$ cat src/hw/rtl/dwt_pkg.sv
// shared constants, codes and control types of the deadline watch table
// no dependencies
`timescale 1ns / 1ps

package dwt_pkg;

	// table geometry
	localparam int SLOTS        = 16;
	localparam int TASK_ID_BITS = 16;
	localparam int TIME_BITS    = 32;
	localparam int IDX_W        = (SLOTS > 1) ? $clog2(SLOTS) : 1;
	localparam int CNT_W        = $clog2(SLOTS + 1);

	// port field widths
	localparam int OP_W    = 3;
	localparam int TASK_W  = 16;
	localparam int LIMIT_W = 32;
	localparam int SIDX_W  = 4;
	localparam int NOW_W   = 32;
	localparam int MASK_W  = 16;
	localparam int KIND_W  = 2;
	localparam int LCNT_W  = 5;

	// operation codes
	localparam logic [OP_W-1:0] OP_WATCH      = 3'd0;
	localparam logic [OP_W-1:0] OP_LOOKUP     = 3'd1;
	localparam logic [OP_W-1:0] OP_REMOVE     = 3'd2;
	localparam logic [OP_W-1:0] OP_RESTART    = 3'd3;
	localparam logic [OP_W-1:0] OP_SCAN       = 3'd4;
	localparam logic [OP_W-1:0] OP_SCAN_FIRST = 3'd5;
	localparam logic [OP_W-1:0] OP_CLEAR      = 3'd6;

	// result kinds
	localparam logic [KIND_W-1:0] KIND_ACK     = 2'd0;
	localparam logic [KIND_W-1:0] KIND_VIOL    = 2'd1;
	localparam logic [KIND_W-1:0] KIND_SUMMARY = 2'd2;

	// start point of the slot walk
	localparam logic [1:0] IDX_ZERO = 2'd0;
	localparam logic [1:0] IDX_TOP  = 2'd1;
	localparam logic [1:0] IDX_ITEM = 2'd2;

	// source of the reported slot
	localparam logic [1:0] SSEL_ZERO = 2'd0;
	localparam logic [1:0] SSEL_IDX  = 2'd1;
	localparam logic [1:0] SSEL_ITEM = 2'd2;

	// source of the reported task
	localparam logic [1:0] TSEL_ZERO = 2'd0;
	localparam logic [1:0] TSEL_ITEM = 2'd1;
	localparam logic [1:0] TSEL_SLOT = 2'd2;

	// controller to datapath
	typedef struct packed {
		logic              load;
		logic [1:0]        idx_init;
		logic              step_up;
		logic              step_down;
		logic              claim;
		logic              restart;
		logic              free;
		logic              clear_all;
		logic              emit;
		logic [KIND_W-1:0] kind;
		logic              ok;
		logic [1:0]        slot_sel;
		logic [1:0]        task_sel;
		logic              last;
	} dwt_cmd_t;

	// datapath to controller
	typedef struct packed {
		logic out_free;
		logic cur_valid;
		logic task_match;
		logic done_bit;
		logic overdue;
		logic at_top;
		logic at_zero;
		logic rm_in_range;
	} dwt_status_t;

endpackage

$ cat src/hw/rtl/dwt_if.sv
// item and result channel interfaces of the deadline watch table
// depends on dwt_pkg
`timescale 1ns / 1ps

interface dwt_in_if;
	import dwt_pkg::*;

	logic               valid;
	logic               ready;
	logic [OP_W-1:0]    op;
	logic [TASK_W-1:0]  task_id;
	logic [LIMIT_W-1:0] limit;
	logic [SIDX_W-1:0]  slot_index;
	logic [NOW_W-1:0]   now;
	logic [MASK_W-1:0]  done_mask;

	modport source (
		output valid, op, task_id, limit, slot_index, now, done_mask,
		input  ready
	);
	modport sink (
		input  valid, op, task_id, limit, slot_index, now, done_mask,
		output ready
	);
endinterface

interface dwt_out_if;
	import dwt_pkg::*;

	logic              valid;
	logic              ready;
	logic [KIND_W-1:0] kind;
	logic              ok;
	logic [SIDX_W-1:0] slot_index_out;
	logic [TASK_W-1:0] task_id_out;
	logic [LCNT_W-1:0] live_count_out;
	logic              last;

	modport source (
		output valid, kind, ok, slot_index_out, task_id_out, live_count_out, last,
		input  ready
	);
	modport sink (
		input  valid, kind, ok, slot_index_out, task_id_out, live_count_out, last,
		output ready
	);
endinterface

$ cat src/hw/rtl/deadline_watch_table_unit.sv
// top level of the deadline watch table: controller plus datapath
// depends on dwt_pkg, dwt_if, dwt_ctrl and dwt_datapath
`timescale 1ns / 1ps

// Deadline watch table of SLOTS (16) slots, each holding a task id, a limit and a
// start time. One item is worked on at a time; the walk index reads one slot per
// cycle through its single slot read port, except while the result side stalls.
// Remove, clear and unused codes need no walk; watch searches downward from
// the top slot; lookup and restart search upward from slot zero; scan and
// scan-first walk upward from slot zero. The walk stands still in every cycle
// in which the result register holds a result that is not being transferred.
// A new item is taken as soon as the final result of the previous one is
// registered, even while that result waits for transfer.
// live_count_out reports the occupied slots after the step that made the result.

module deadline_watch_table_unit (
	input  logic       clk,
	input  logic       arst_n,
	dwt_in_if.sink     item,
	dwt_out_if.source  result
);
	import dwt_pkg::*;

	dwt_cmd_t    cmd;
	dwt_status_t st;

	dwt_ctrl u_ctrl (
		.clk      (clk),
		.arst_n   (arst_n),
		.in_valid (item.valid),
		.in_op    (item.op),
		.in_ready (item.ready),
		.st       (st),
		.cmd      (cmd)
	);

	dwt_datapath u_datapath (
		.clk            (clk),
		.arst_n         (arst_n),
		.cmd            (cmd),
		.st             (st),
		.in_task_id     (item.task_id),
		.in_limit       (item.limit),
		.in_slot_index  (item.slot_index),
		.in_now         (item.now),
		.in_done_mask   (item.done_mask),
		.out_ready      (result.ready),
		.out_valid      (result.valid),
		.out_kind       (result.kind),
		.out_ok         (result.ok),
		.out_slot_index (result.slot_index_out),
		.out_task_id    (result.task_id_out),
		.out_live_count (result.live_count_out),
		.out_last       (result.last)
	);

endmodule

$ cat src/hw/rtl/dwt_ctrl.sv
// controller of the deadline watch table: decodes the operation and steers
// the slot walk one slot per cycle while the result side does not stall; depends on dwt_pkg
`timescale 1ns / 1ps

module dwt_ctrl (
	input  logic                     clk,
	input  logic                     arst_n,
	input  logic                     in_valid,
	input  logic [dwt_pkg::OP_W-1:0] in_op,
	output logic                     in_ready,
	input  dwt_pkg::dwt_status_t     st,
	output dwt_pkg::dwt_cmd_t        cmd
);
	import dwt_pkg::*;

	localparam logic [1:0] ST_IDLE = 2'd0;
	localparam logic [1:0] ST_RUN  = 2'd1;
	localparam logic [1:0] ST_SUM  = 2'd2;

	logic [1:0]      state_q, state_d;
	logic [OP_W-1:0] op_q, op_d;
	logic            clean_q, clean_d;

	assign in_ready = (state_q == ST_IDLE);

	// state and operation registers
	always_ff @(posedge clk or negedge arst_n) begin
		if (!arst_n) begin
			state_q <= ST_IDLE;
			op_q    <= OP_WATCH;
			clean_q <= 1'b1;
		end else begin
			state_q <= state_d;
			op_q    <= op_d;
			clean_q <= clean_d;
		end
	end

	// next state and datapath commands
	always_comb begin
		cmd     = '0;
		state_d = state_q;
		op_d    = op_q;
		clean_d = clean_q;
		case (state_q)
			ST_IDLE: begin
				if (in_valid) begin
					cmd.load = 1'b1;
					op_d     = in_op;
					clean_d  = 1'b1;
					state_d  = ST_RUN;
					case (in_op)
						OP_WATCH:  cmd.idx_init = IDX_TOP;
						OP_REMOVE: cmd.idx_init = IDX_ITEM;
						default:   cmd.idx_init = IDX_ZERO;
					endcase
				end
			end
			ST_RUN: begin
				if (st.out_free) begin
					case (op_q)
						OP_WATCH: begin
							// downward search for the highest free slot
							if (!st.cur_valid) begin
								cmd.claim    = 1'b1;
								cmd.emit     = 1'b1;
								cmd.ok       = 1'b1;
								cmd.slot_sel = SSEL_IDX;
								cmd.task_sel = TSEL_ITEM;
								cmd.last     = 1'b1;
								state_d      = ST_IDLE;
							end else if (st.at_zero) begin
								cmd.emit     = 1'b1;
								cmd.task_sel = TSEL_ITEM;
								cmd.last     = 1'b1;
								state_d      = ST_IDLE;
							end else begin
								cmd.step_down = 1'b1;
							end
						end
						OP_LOOKUP, OP_RESTART: begin
							// upward search for the task
							if (st.cur_valid && st.task_match) begin
								cmd.restart  = (op_q == OP_RESTART);
								cmd.emit     = 1'b1;
								cmd.ok       = 1'b1;
								cmd.slot_sel = SSEL_IDX;
								cmd.task_sel = TSEL_ITEM;
								cmd.last     = 1'b1;
								state_d      = ST_IDLE;
							end else if (st.at_top) begin
								cmd.emit     = 1'b1;
								cmd.task_sel = TSEL_ITEM;
								cmd.last     = 1'b1;
								state_d      = ST_IDLE;
							end else begin
								cmd.step_up = 1'b1;
							end
						end
						OP_REMOVE: begin
							cmd.emit     = 1'b1;
							cmd.slot_sel = SSEL_ITEM;
							cmd.last     = 1'b1;
							state_d      = ST_IDLE;
							if (st.rm_in_range && st.cur_valid) begin
								cmd.free     = 1'b1;
								cmd.ok       = 1'b1;
								cmd.task_sel = TSEL_SLOT;
							end
						end
						OP_SCAN, OP_SCAN_FIRST: begin
							// one slot per cycle unless stalled; summary after a full walk
							if (st.cur_valid && st.done_bit) begin
								cmd.free = 1'b1;
							end else if (st.cur_valid && st.overdue) begin
								cmd.emit     = 1'b1;
								cmd.kind     = KIND_VIOL;
								cmd.slot_sel = SSEL_IDX;
								cmd.task_sel = TSEL_SLOT;
								if (op_q == OP_SCAN_FIRST) begin
									cmd.last = 1'b1;
								end else begin
									cmd.free = 1'b1;
									clean_d  = 1'b0;
								end
							end
							if (op_q == OP_SCAN_FIRST && st.cur_valid && !st.done_bit
									&& st.overdue) begin
								state_d = ST_IDLE;
							end else if (st.at_top) begin
								state_d = ST_SUM;
							end else begin
								cmd.step_up = 1'b1;
							end
						end
						OP_CLEAR: begin
							cmd.clear_all = 1'b1;
							cmd.emit      = 1'b1;
							cmd.ok        = 1'b1;
							cmd.last      = 1'b1;
							state_d       = ST_IDLE;
						end
						default: begin
							cmd.emit = 1'b1;
							cmd.last = 1'b1;
							state_d  = ST_IDLE;
						end
					endcase
				end
			end
			ST_SUM: begin
				if (st.out_free) begin
					cmd.emit = 1'b1;
					cmd.kind = KIND_SUMMARY;
					cmd.ok   = clean_q;
					cmd.last = 1'b1;
					state_d  = ST_IDLE;
				end
			end
			default: begin
				state_d = ST_IDLE;
			end
		endcase
	end

endmodule

$ cat src/hw/rtl/dwt_datapath.sv
// datapath of the deadline watch table: slot store, live count, walk index,
// elapsed time check and result register; depends on dwt_pkg
`timescale 1ns / 1ps

module dwt_datapath (
	input  logic                        clk,
	input  logic                        arst_n,
	input  dwt_pkg::dwt_cmd_t           cmd,
	output dwt_pkg::dwt_status_t        st,
	input  logic [dwt_pkg::TASK_W-1:0]  in_task_id,
	input  logic [dwt_pkg::LIMIT_W-1:0] in_limit,
	input  logic [dwt_pkg::SIDX_W-1:0]  in_slot_index,
	input  logic [dwt_pkg::NOW_W-1:0]   in_now,
	input  logic [dwt_pkg::MASK_W-1:0]  in_done_mask,
	input  logic                        out_ready,
	output logic                        out_valid,
	output logic [dwt_pkg::KIND_W-1:0]  out_kind,
	output logic                        out_ok,
	output logic [dwt_pkg::SIDX_W-1:0]  out_slot_index,
	output logic [dwt_pkg::TASK_W-1:0]  out_task_id,
	output logic [dwt_pkg::LCNT_W-1:0]  out_live_count,
	output logic                        out_last
);
	import dwt_pkg::*;

	// operands of the current item
	logic [TASK_ID_BITS-1:0] task_q;
	logic [TIME_BITS-1:0]    limit_q;
	logic [SIDX_W-1:0]       sidx_q;
	logic [TIME_BITS-1:0]    now_q;
	logic [SLOTS-1:0]        done_q;

	// slot store
	logic [SLOTS-1:0]        valid_q;
	logic [TASK_ID_BITS-1:0] task_mem  [SLOTS];
	logic [TIME_BITS-1:0]    limit_mem [SLOTS];
	logic [TIME_BITS-1:0]    start_mem [SLOTS];

	logic [IDX_W-1:0]        idx_q;
	logic [CNT_W-1:0]        cnt_q, cnt_next;

	logic [TASK_ID_BITS-1:0] cur_task;
	logic [TIME_BITS-1:0]    elapsed;

	logic                    out_valid_q;
	logic [KIND_W-1:0]       kind_q;
	logic                    ok_q;
	logic [SIDX_W-1:0]       slot_out_q;
	logic [TASK_W-1:0]       task_out_q;
	logic [LCNT_W-1:0]       lcnt_out_q;
	logic                    last_q;

	// operand capture
	always_ff @(posedge clk) begin
		if (cmd.load) begin
			task_q  <= TASK_ID_BITS'(in_task_id);
			limit_q <= TIME_BITS'(in_limit);
			sidx_q  <= in_slot_index;
			now_q   <= TIME_BITS'(in_now);
			done_q  <= SLOTS'(in_done_mask);
		end
	end

	// walk index
	always_ff @(posedge clk or negedge arst_n) begin
		if (!arst_n) begin
			idx_q <= '0;
		end else if (cmd.load) begin
			case (cmd.idx_init)
				IDX_TOP:  idx_q <= IDX_W'(SLOTS - 1);
				IDX_ITEM: idx_q <= IDX_W'(in_slot_index);
				default:  idx_q <= '0;
			endcase
		end else if (cmd.step_up) begin
			idx_q <= idx_q + 1'b1;
		end else if (cmd.step_down) begin
			idx_q <= idx_q - 1'b1;
		end
	end

	// slot read at the walk index and elapsed time check
	assign cur_task = task_mem[idx_q];
	assign elapsed  = now_q - start_mem[idx_q];

	assign st.out_free    = !out_valid_q || out_ready;
	assign st.cur_valid   = valid_q[idx_q];
	assign st.task_match  = (cur_task == task_q);
	assign st.done_bit    = done_q[idx_q];
	assign st.overdue     = (elapsed > limit_mem[idx_q]);
	assign st.at_top      = (idx_q == IDX_W'(SLOTS - 1));
	assign st.at_zero     = (idx_q == '0);
	assign st.rm_in_range = ({1'b0, sidx_q} < (SIDX_W + 1)'(SLOTS));

	// valid marks
	always_ff @(posedge clk or negedge arst_n) begin
		if (!arst_n) begin
			valid_q <= '0;
		end else if (cmd.clear_all) begin
			valid_q <= '0;
		end else if (cmd.claim) begin
			valid_q[idx_q] <= 1'b1;
		end else if (cmd.free) begin
			valid_q[idx_q] <= 1'b0;
		end
	end

	// slot contents
	always_ff @(posedge clk) begin
		if (cmd.claim) begin
			task_mem[idx_q]  <= task_q;
			limit_mem[idx_q] <= limit_q;
		end
		if (cmd.claim || cmd.restart) begin
			start_mem[idx_q] <= now_q;
		end
	end

	// live count
	always_comb begin
		cnt_next = cnt_q;
		if (cmd.clear_all) begin
			cnt_next = '0;
		end else if (cmd.claim) begin
			cnt_next = cnt_q + 1'b1;
		end else if (cmd.free && cnt_q != '0) begin
			cnt_next = cnt_q - 1'b1;
		end
	end

	always_ff @(posedge clk or negedge arst_n) begin
		if (!arst_n) begin
			cnt_q <= '0;
		end else begin
			cnt_q <= cnt_next;
		end
	end

	// result register
	always_ff @(posedge clk or negedge arst_n) begin
		if (!arst_n) begin
			out_valid_q <= 1'b0;
		end else if (cmd.emit) begin
			out_valid_q <= 1'b1;
		end else if (out_ready) begin
			out_valid_q <= 1'b0;
		end
	end

	always_ff @(posedge clk) begin
		if (cmd.emit) begin
			kind_q     <= cmd.kind;
			ok_q       <= cmd.ok;
			last_q     <= cmd.last;
			lcnt_out_q <= LCNT_W'(cnt_next);
			case (cmd.slot_sel)
				SSEL_IDX:  slot_out_q <= SIDX_W'(idx_q);
				SSEL_ITEM: slot_out_q <= sidx_q;
				default:   slot_out_q <= '0;
			endcase
			case (cmd.task_sel)
				TSEL_ITEM: task_out_q <= TASK_W'(task_q);
				TSEL_SLOT: task_out_q <= TASK_W'(cur_task);
				default:   task_out_q <= '0;
			endcase
		end
	end

	assign out_valid      = out_valid_q;
	assign out_kind       = kind_q;
	assign out_ok         = ok_q;
	assign out_slot_index = slot_out_q;
	assign out_task_id    = task_out_q;
	assign out_live_count = lcnt_out_q;
	assign out_last       = last_q;

endmodule

$ cat src/flat_wrapper.sv
// flat-port wrapper written by rule: the top's interface ports become plain ports
module deadline_watch_table_unit_flat import dwt_pkg::*;
  (clk, arst_n, item_valid, item_op, item_task_id, item_limit, item_slot_index, item_now, item_done_mask, item_ready, result_valid, result_kind, result_ok, result_slot_index_out, result_task_id_out, result_live_count_out, result_last, result_ready);
  dwt_in_if item_i ();
  dwt_out_if result_i ();
  input  logic clk;
  input  logic arst_n;
  input wire logic [$bits(item_i.valid)-1:0] item_valid;
  input wire logic [$bits(item_i.op)-1:0] item_op;
  input wire logic [$bits(item_i.task_id)-1:0] item_task_id;
  input wire logic [$bits(item_i.limit)-1:0] item_limit;
  input wire logic [$bits(item_i.slot_index)-1:0] item_slot_index;
  input wire logic [$bits(item_i.now)-1:0] item_now;
  input wire logic [$bits(item_i.done_mask)-1:0] item_done_mask;
  output wire logic [$bits(item_i.ready)-1:0] item_ready;
  output wire logic [$bits(result_i.valid)-1:0] result_valid;
  output wire logic [$bits(result_i.kind)-1:0] result_kind;
  output wire logic [$bits(result_i.ok)-1:0] result_ok;
  output wire logic [$bits(result_i.slot_index_out)-1:0] result_slot_index_out;
  output wire logic [$bits(result_i.task_id_out)-1:0] result_task_id_out;
  output wire logic [$bits(result_i.live_count_out)-1:0] result_live_count_out;
  output wire logic [$bits(result_i.last)-1:0] result_last;
  input wire logic [$bits(result_i.ready)-1:0] result_ready;
  assign item_i.valid = item_valid;
  assign item_i.op = item_op;
  assign item_i.task_id = item_task_id;
  assign item_i.limit = item_limit;
  assign item_i.slot_index = item_slot_index;
  assign item_i.now = item_now;
  assign item_i.done_mask = item_done_mask;
  assign item_ready = item_i.ready;
  assign result_valid = result_i.valid;
  assign result_kind = result_i.kind;
  assign result_ok = result_i.ok;
  assign result_slot_index_out = result_i.slot_index_out;
  assign result_task_id_out = result_i.task_id_out;
  assign result_live_count_out = result_i.live_count_out;
  assign result_last = result_i.last;
  assign result_i.ready = result_ready;
  deadline_watch_table_unit u_core (.clk(clk), .arst_n(arst_n), .item(item_i), .result(result_i));
endmodule
$ cat config.mk
export PLATFORM = sky130hd
export DESIGN_NAME = deadline_watch_table_unit_flat
export DESIGN_NICKNAME = d
export VERILOG_FILES = /design/src/hw/rtl/dwt_pkg.sv /design/src/hw/rtl/dwt_if.sv /design/src/hw/rtl/deadline_watch_table_unit.sv /design/src/hw/rtl/dwt_ctrl.sv /design/src/hw/rtl/dwt_datapath.sv /design/src/flat_wrapper.sv
export SDC_FILE = /design/constraint.sdc
export NUM_CORES = 2
export LEC_CHECK = 0
export BUFFER_PORTS_ARGS = -buffer_cell sky130_fd_sc_hd__clkbuf_2
export CORE_UTILIZATION = 45
export CTS_BUF_LIST = sky130_fd_sc_hd__clkbuf_2
export DETAILED_ROUTE_END_ITERATION = 12
export PLACE_DENSITY = 0.64
export REMOVE_ABC_BUFFERS = 1
export SLEW_MARGIN = 10
export SYNTH_ARGS = -nofsm -noshare
export SYNTH_HDL_FRONTEND = slang
export SYNTH_SLANG_ARGS = --single-unit
$ cat constraint.sdc
create_clock -name clk -period 14.6 [get_ports clk]
set_input_delay 0.73 -clock clk [delete_from_list [all_inputs] [get_ports clk]]
set_output_delay 0.73 -clock clk [all_outputs]
set_load 0.01 [all_outputs]
==> results.cfg <==
[routing]
wl_met2_mm = 69.39
vias = 30401
drt_iter0_drc = 3036
drc = 0
drt_first_pass_iters = 5
highest_layer_used_for_signal_routing = met5
detail_route.wl_per_cell_um = 25.62
drt-vias-per-instance = 5.685
route.layer.met1.wl_mm = 56.46
routed_wl_mm = 137.0
drtAntennaViolNets = 0
met3WireLength_mm = 8.337

[timing]
finalHoldViolCount = 0
final_slew_violations = 0
final_min_period_over_clock_period_pct = 61.35
finalSetupTns_ps = 0
worst_hold_slack_ps = 232.7
clock-skew-final_ps = 185.1
timing.final.crit_period_ps = 8958
timing.final.ws_setup_ps = 5642
rsz_0062_raised_after_global_routing = no
slew_headroom_pct = 21.97
setup-violations-final = 0
worst_margin_pin_slew_ps = 1171
clock.fmax_ghz = 0.1116

[logic_synthesis]
seq_area_frac_synth_pct = 74.26
yosys-top-cells-area = edfxtp_1 73%, mux4_2 15%, ha_1 1.7%
synth_fa_ha_area_share_pct = 1.729
synth_edf_count = 1409
synth.top_cell.area_share_pct = 72.88
synth_xor_area_share_pct = 0.8147
synth_top_family_by_area = multiplexers
yosysUniqueCellTypes = 82
synthCells = 2797
synth_area_per_cell_um2 = 20.76
synth.cell_area_um2 = 58050
synth-compound-area-share_pct = 2.996
synth_simple_gate_area_share_pct = 2.586
postSynthRegisterBits = 1441
yosysWarningCount = 0
ys_dominant_reg_cell = edfxtp_1
muxShareOfSynthArea_pct = 15.99
yosys.area.top_type = edfxtp_1
post_synthesis_async_set_or_reset_flop_share_pct = 2.221

[place]
placement.cell_area_um2 = 60920
place_congestion = 0.8682
post-place-ws_ps = 5664
place.detailed.hpwl_mm = 72.06
io_buffer_count = 137

[pwr]
internal_power_mw = 7.568
pwr-share-clk_pct = 22.0
power.share.switching_pct = 34.05
power.sequential.fraction_pct = 45.4
share_comb_of_total_power_pct = 32.6
p_leak_nw = 21.99
net-switching-power_mw = 3.907
vdd_drop_max_uv = 111.8
power_per_cell_area_nw_per_um2 = 173.6

[critical_path]
worst_path_dominant_cell_family = compound AO/OA/AOI/OAI gates
critical_path.endpoint_type = register
critical_path.startpoint = u_core.u_datapath.idx_q[1]
worstSetupStartpointType = register
worstSetupPathDepth = 26
flop_to_flop_setup_slack_ps = 5640
crit_path_largest_cell_delay_ps = 1070
critPathCapture = u_core.u_datapath.out_live_count[2]
crit-reg2reg-capture = u_core.u_datapath.out_live_count[2]
crit_slowest_cell = dfrtp_4
regToRegStartpoint = u_core.u_datapath.idx_q[1]
timing_worst_setup_path_type = reg2reg
worstPathRequired_ps = 15990
worstPathMaxFanout = 65
worstPathArrival_ps = 10350
worstPathBufferInverterCount = 2
worstRegToRegCells = 26

[finish]
final_core_utilization_pct = 51.77
drive_above_1_share_pct = 32.15
num-fill-cells = 10172
mostFrequentLayoutCells = 1409 x edfxtp_1, 648 x clkbuf_2, 382 x mux4_2
layout.nets = 3628
area.growth.synth_to_final_pct = 13.86
post-route-cell-area_um2 = 66100
layout_commonest_cell = edfxtp_1

[clock_tree]
cts_made_buffers = 367
tritoncts = built
ctsHtreeMaxLevel = 5
clk_pin_slew_worst_paths_ps = 100
cts_root_buf = clkbuf_2
cts.repair.resized = 0
clock_sinks = 1441
cts.path.max_buffers = 4
clock_latency_ps = 1740

[flow_run]
drv.max_cap_violation_count = 0

[die]
core_area_um2 = 127700
chipHeight_um = 361.2
floorplan.io_pins = 138
floorplan_die_area_um2 = 130400
floorplan_die_width_um = 361.2
row_count = 131
start_util_pct = 45.47

[global_routing]
groute.usage.overall_pct = 21.24
grt_pass1_vias = 32390
antenna_violations_before_repair = 6
grt_pass1_wl_mm = 202.8
globalRoute.totalOverflow = 0
grt_start_max_net_pins = 108

[worst_hold_path]
min-delay-path-class = in2reg
timing.hold.worst.start = result_ready

[outcome]
run_status = completed
==> logic make-up (layout without fill, tap and decap cells) <==
logic type                 after synthesis  after routing
AOI/OAI and AO/OA                      251            251
xor gates and xnor gates                54             54
adders and majority gates               79             79
buffers and inverters                  216           1095
DFF                                   1441           1441
muxes                                  446            446
other                                    0             10
and+or+nand+nor                        310            310
==> flip-flops by register name, summed over array words and instances (netlist names) <==
register                          cells
u_core.u_datapath.limit_mem         512
u_core.u_datapath.start_mem         512
u_core.u_datapath.task_mem          256
u_core.u_datapath.limit_q            32
u_core.u_datapath.now_q              32
u_core.u_datapath.done_q             16
u_core.u_datapath.out_task_id        16
u_core.u_datapath.task_q             16
u_core.u_datapath.valid_q            16
u_core.u_datapath.cnt_q               5
u_core.u_datapath.out_live_count      5
u_core.u_datapath.idx_q               4
u_core.u_datapath.out_slot_index      4
u_core.u_datapath.sidx_q              4
u_core.u_ctrl.op_q                    3
u_core.u_ctrl.state_q                 2
u_core.u_datapath.out_kind            2
u_core.u_ctrl.clean_q                 1
u_core.u_datapath.out_last            1
u_core.u_datapath.out_ok              1
u_core.u_datapath.out_valid           1
==> area by class of cell <==
cell class | instances | area [µm²] | area share (%)
sequential | 1441 | 43130 | 65.25
multi-input combinational | 1140 | 14240 | 21.55
timing repair buffer | 403 | 3278 | 4.959
clock buffer | 511 | 2557 | 3.869
tap | 1662 | 2079 | 3.146
clock inverter | 92 | 449.2 | 0.6795
inverter | 89 | 339.1 | 0.5130
antenna | 10 | 25.02 | 0.03786
==> synth_stat cells (14+ instances only) <==
library cell,instances
a21o_1,25
a21oi_1,60
a22oi_1,25
and3_1,16
buf_1,15
buf_2,28
clkbuf_1,71
dfrtp_1,31
edfxtp_1,1409
ha_1,77
inv_1,88
mux2i_1,53
mux4_2,382
nand2_1,71
nand2b_1,16
nand3_1,21
nor2_1,102
nor2b_1,19
nor3_1,17
o21ai_0,38
o221a_2,14
xnor2_1,37
xor2_1,17
==> power groups by stage <==
stage / combinational [mW] / sequential (mW) / clock [mW]
floorplan: 3.04 / 5.46 / 0
global placement: 3.65 / 5.28 / 0
detailed placement: 3.70 / 5.31 / 0
CTS: 3.76 / 5.21 / 2.60
global route: 4.06 / 5.25 / 2.79
finish: 3.75 / 5.21 / 2.52
==> worst min-delay path by stage <==
stage	to	cells past startpoint	slack [ps]
after detailed placement	u_core.u_datapath.valid_q[0]	1	540
after global placement	u_core.u_datapath.valid_q[14]	2	530
after floorplan	u_core.u_ctrl.op_q[0]	0	430
after CTS	u_core.u_ctrl.state_q[1]	7	20
final	u_core.u_ctrl.state_q[1]	7	230
after global routing	u_core.u_datapath.limit_q[14]	3	140
==> routing by layer <==
layer,global-route usage (%),vias up
met5,0,-
met4,7.050,2
met3,3.759,212
met2,35.60,1162
met1,28.19,15939
li1,-,13086
==> worst register-to-register path: stages (launching register included) <==
cell and delay (ps):
dfrtp_4 1070, buf_4 940, mux4_2 460, mux4_2 470
inv_1 80, ha_1 280, a21o_1 190, a21oi_1 140
nor2b_1 80, o31a_1 280, a31o_2 260, a41oi_1 260
a21boi_0 170, o211ai_1 270, nand3_1 120, and3b_1 240
ha_1 290, nand4_1 130, or2_2 330, nor4_1 390
o31ai_1 150, o2111ai_1 330, a31oi_1 160, o21ai_0 310
nand2_1 560, or3_1 540, a21oi_1 180
==> metrics by stage <==
step                      total power [mW]  instances
after global routing                 12.10       5344
after detailed placement             9.002       4521
after CTS                            11.58       5338
after floorplan                      8.500       2670
after global placement               8.922       4521
final                                11.48       5348
==> what timing repair did <==
item	in CTS	in global routing
hold buffers	214	0
setup endpoints to repair	0	0
hold endpoints to repair	212	0
buffers inserted	0	0
No activity file was read; power rests on OpenSTA's default activity.
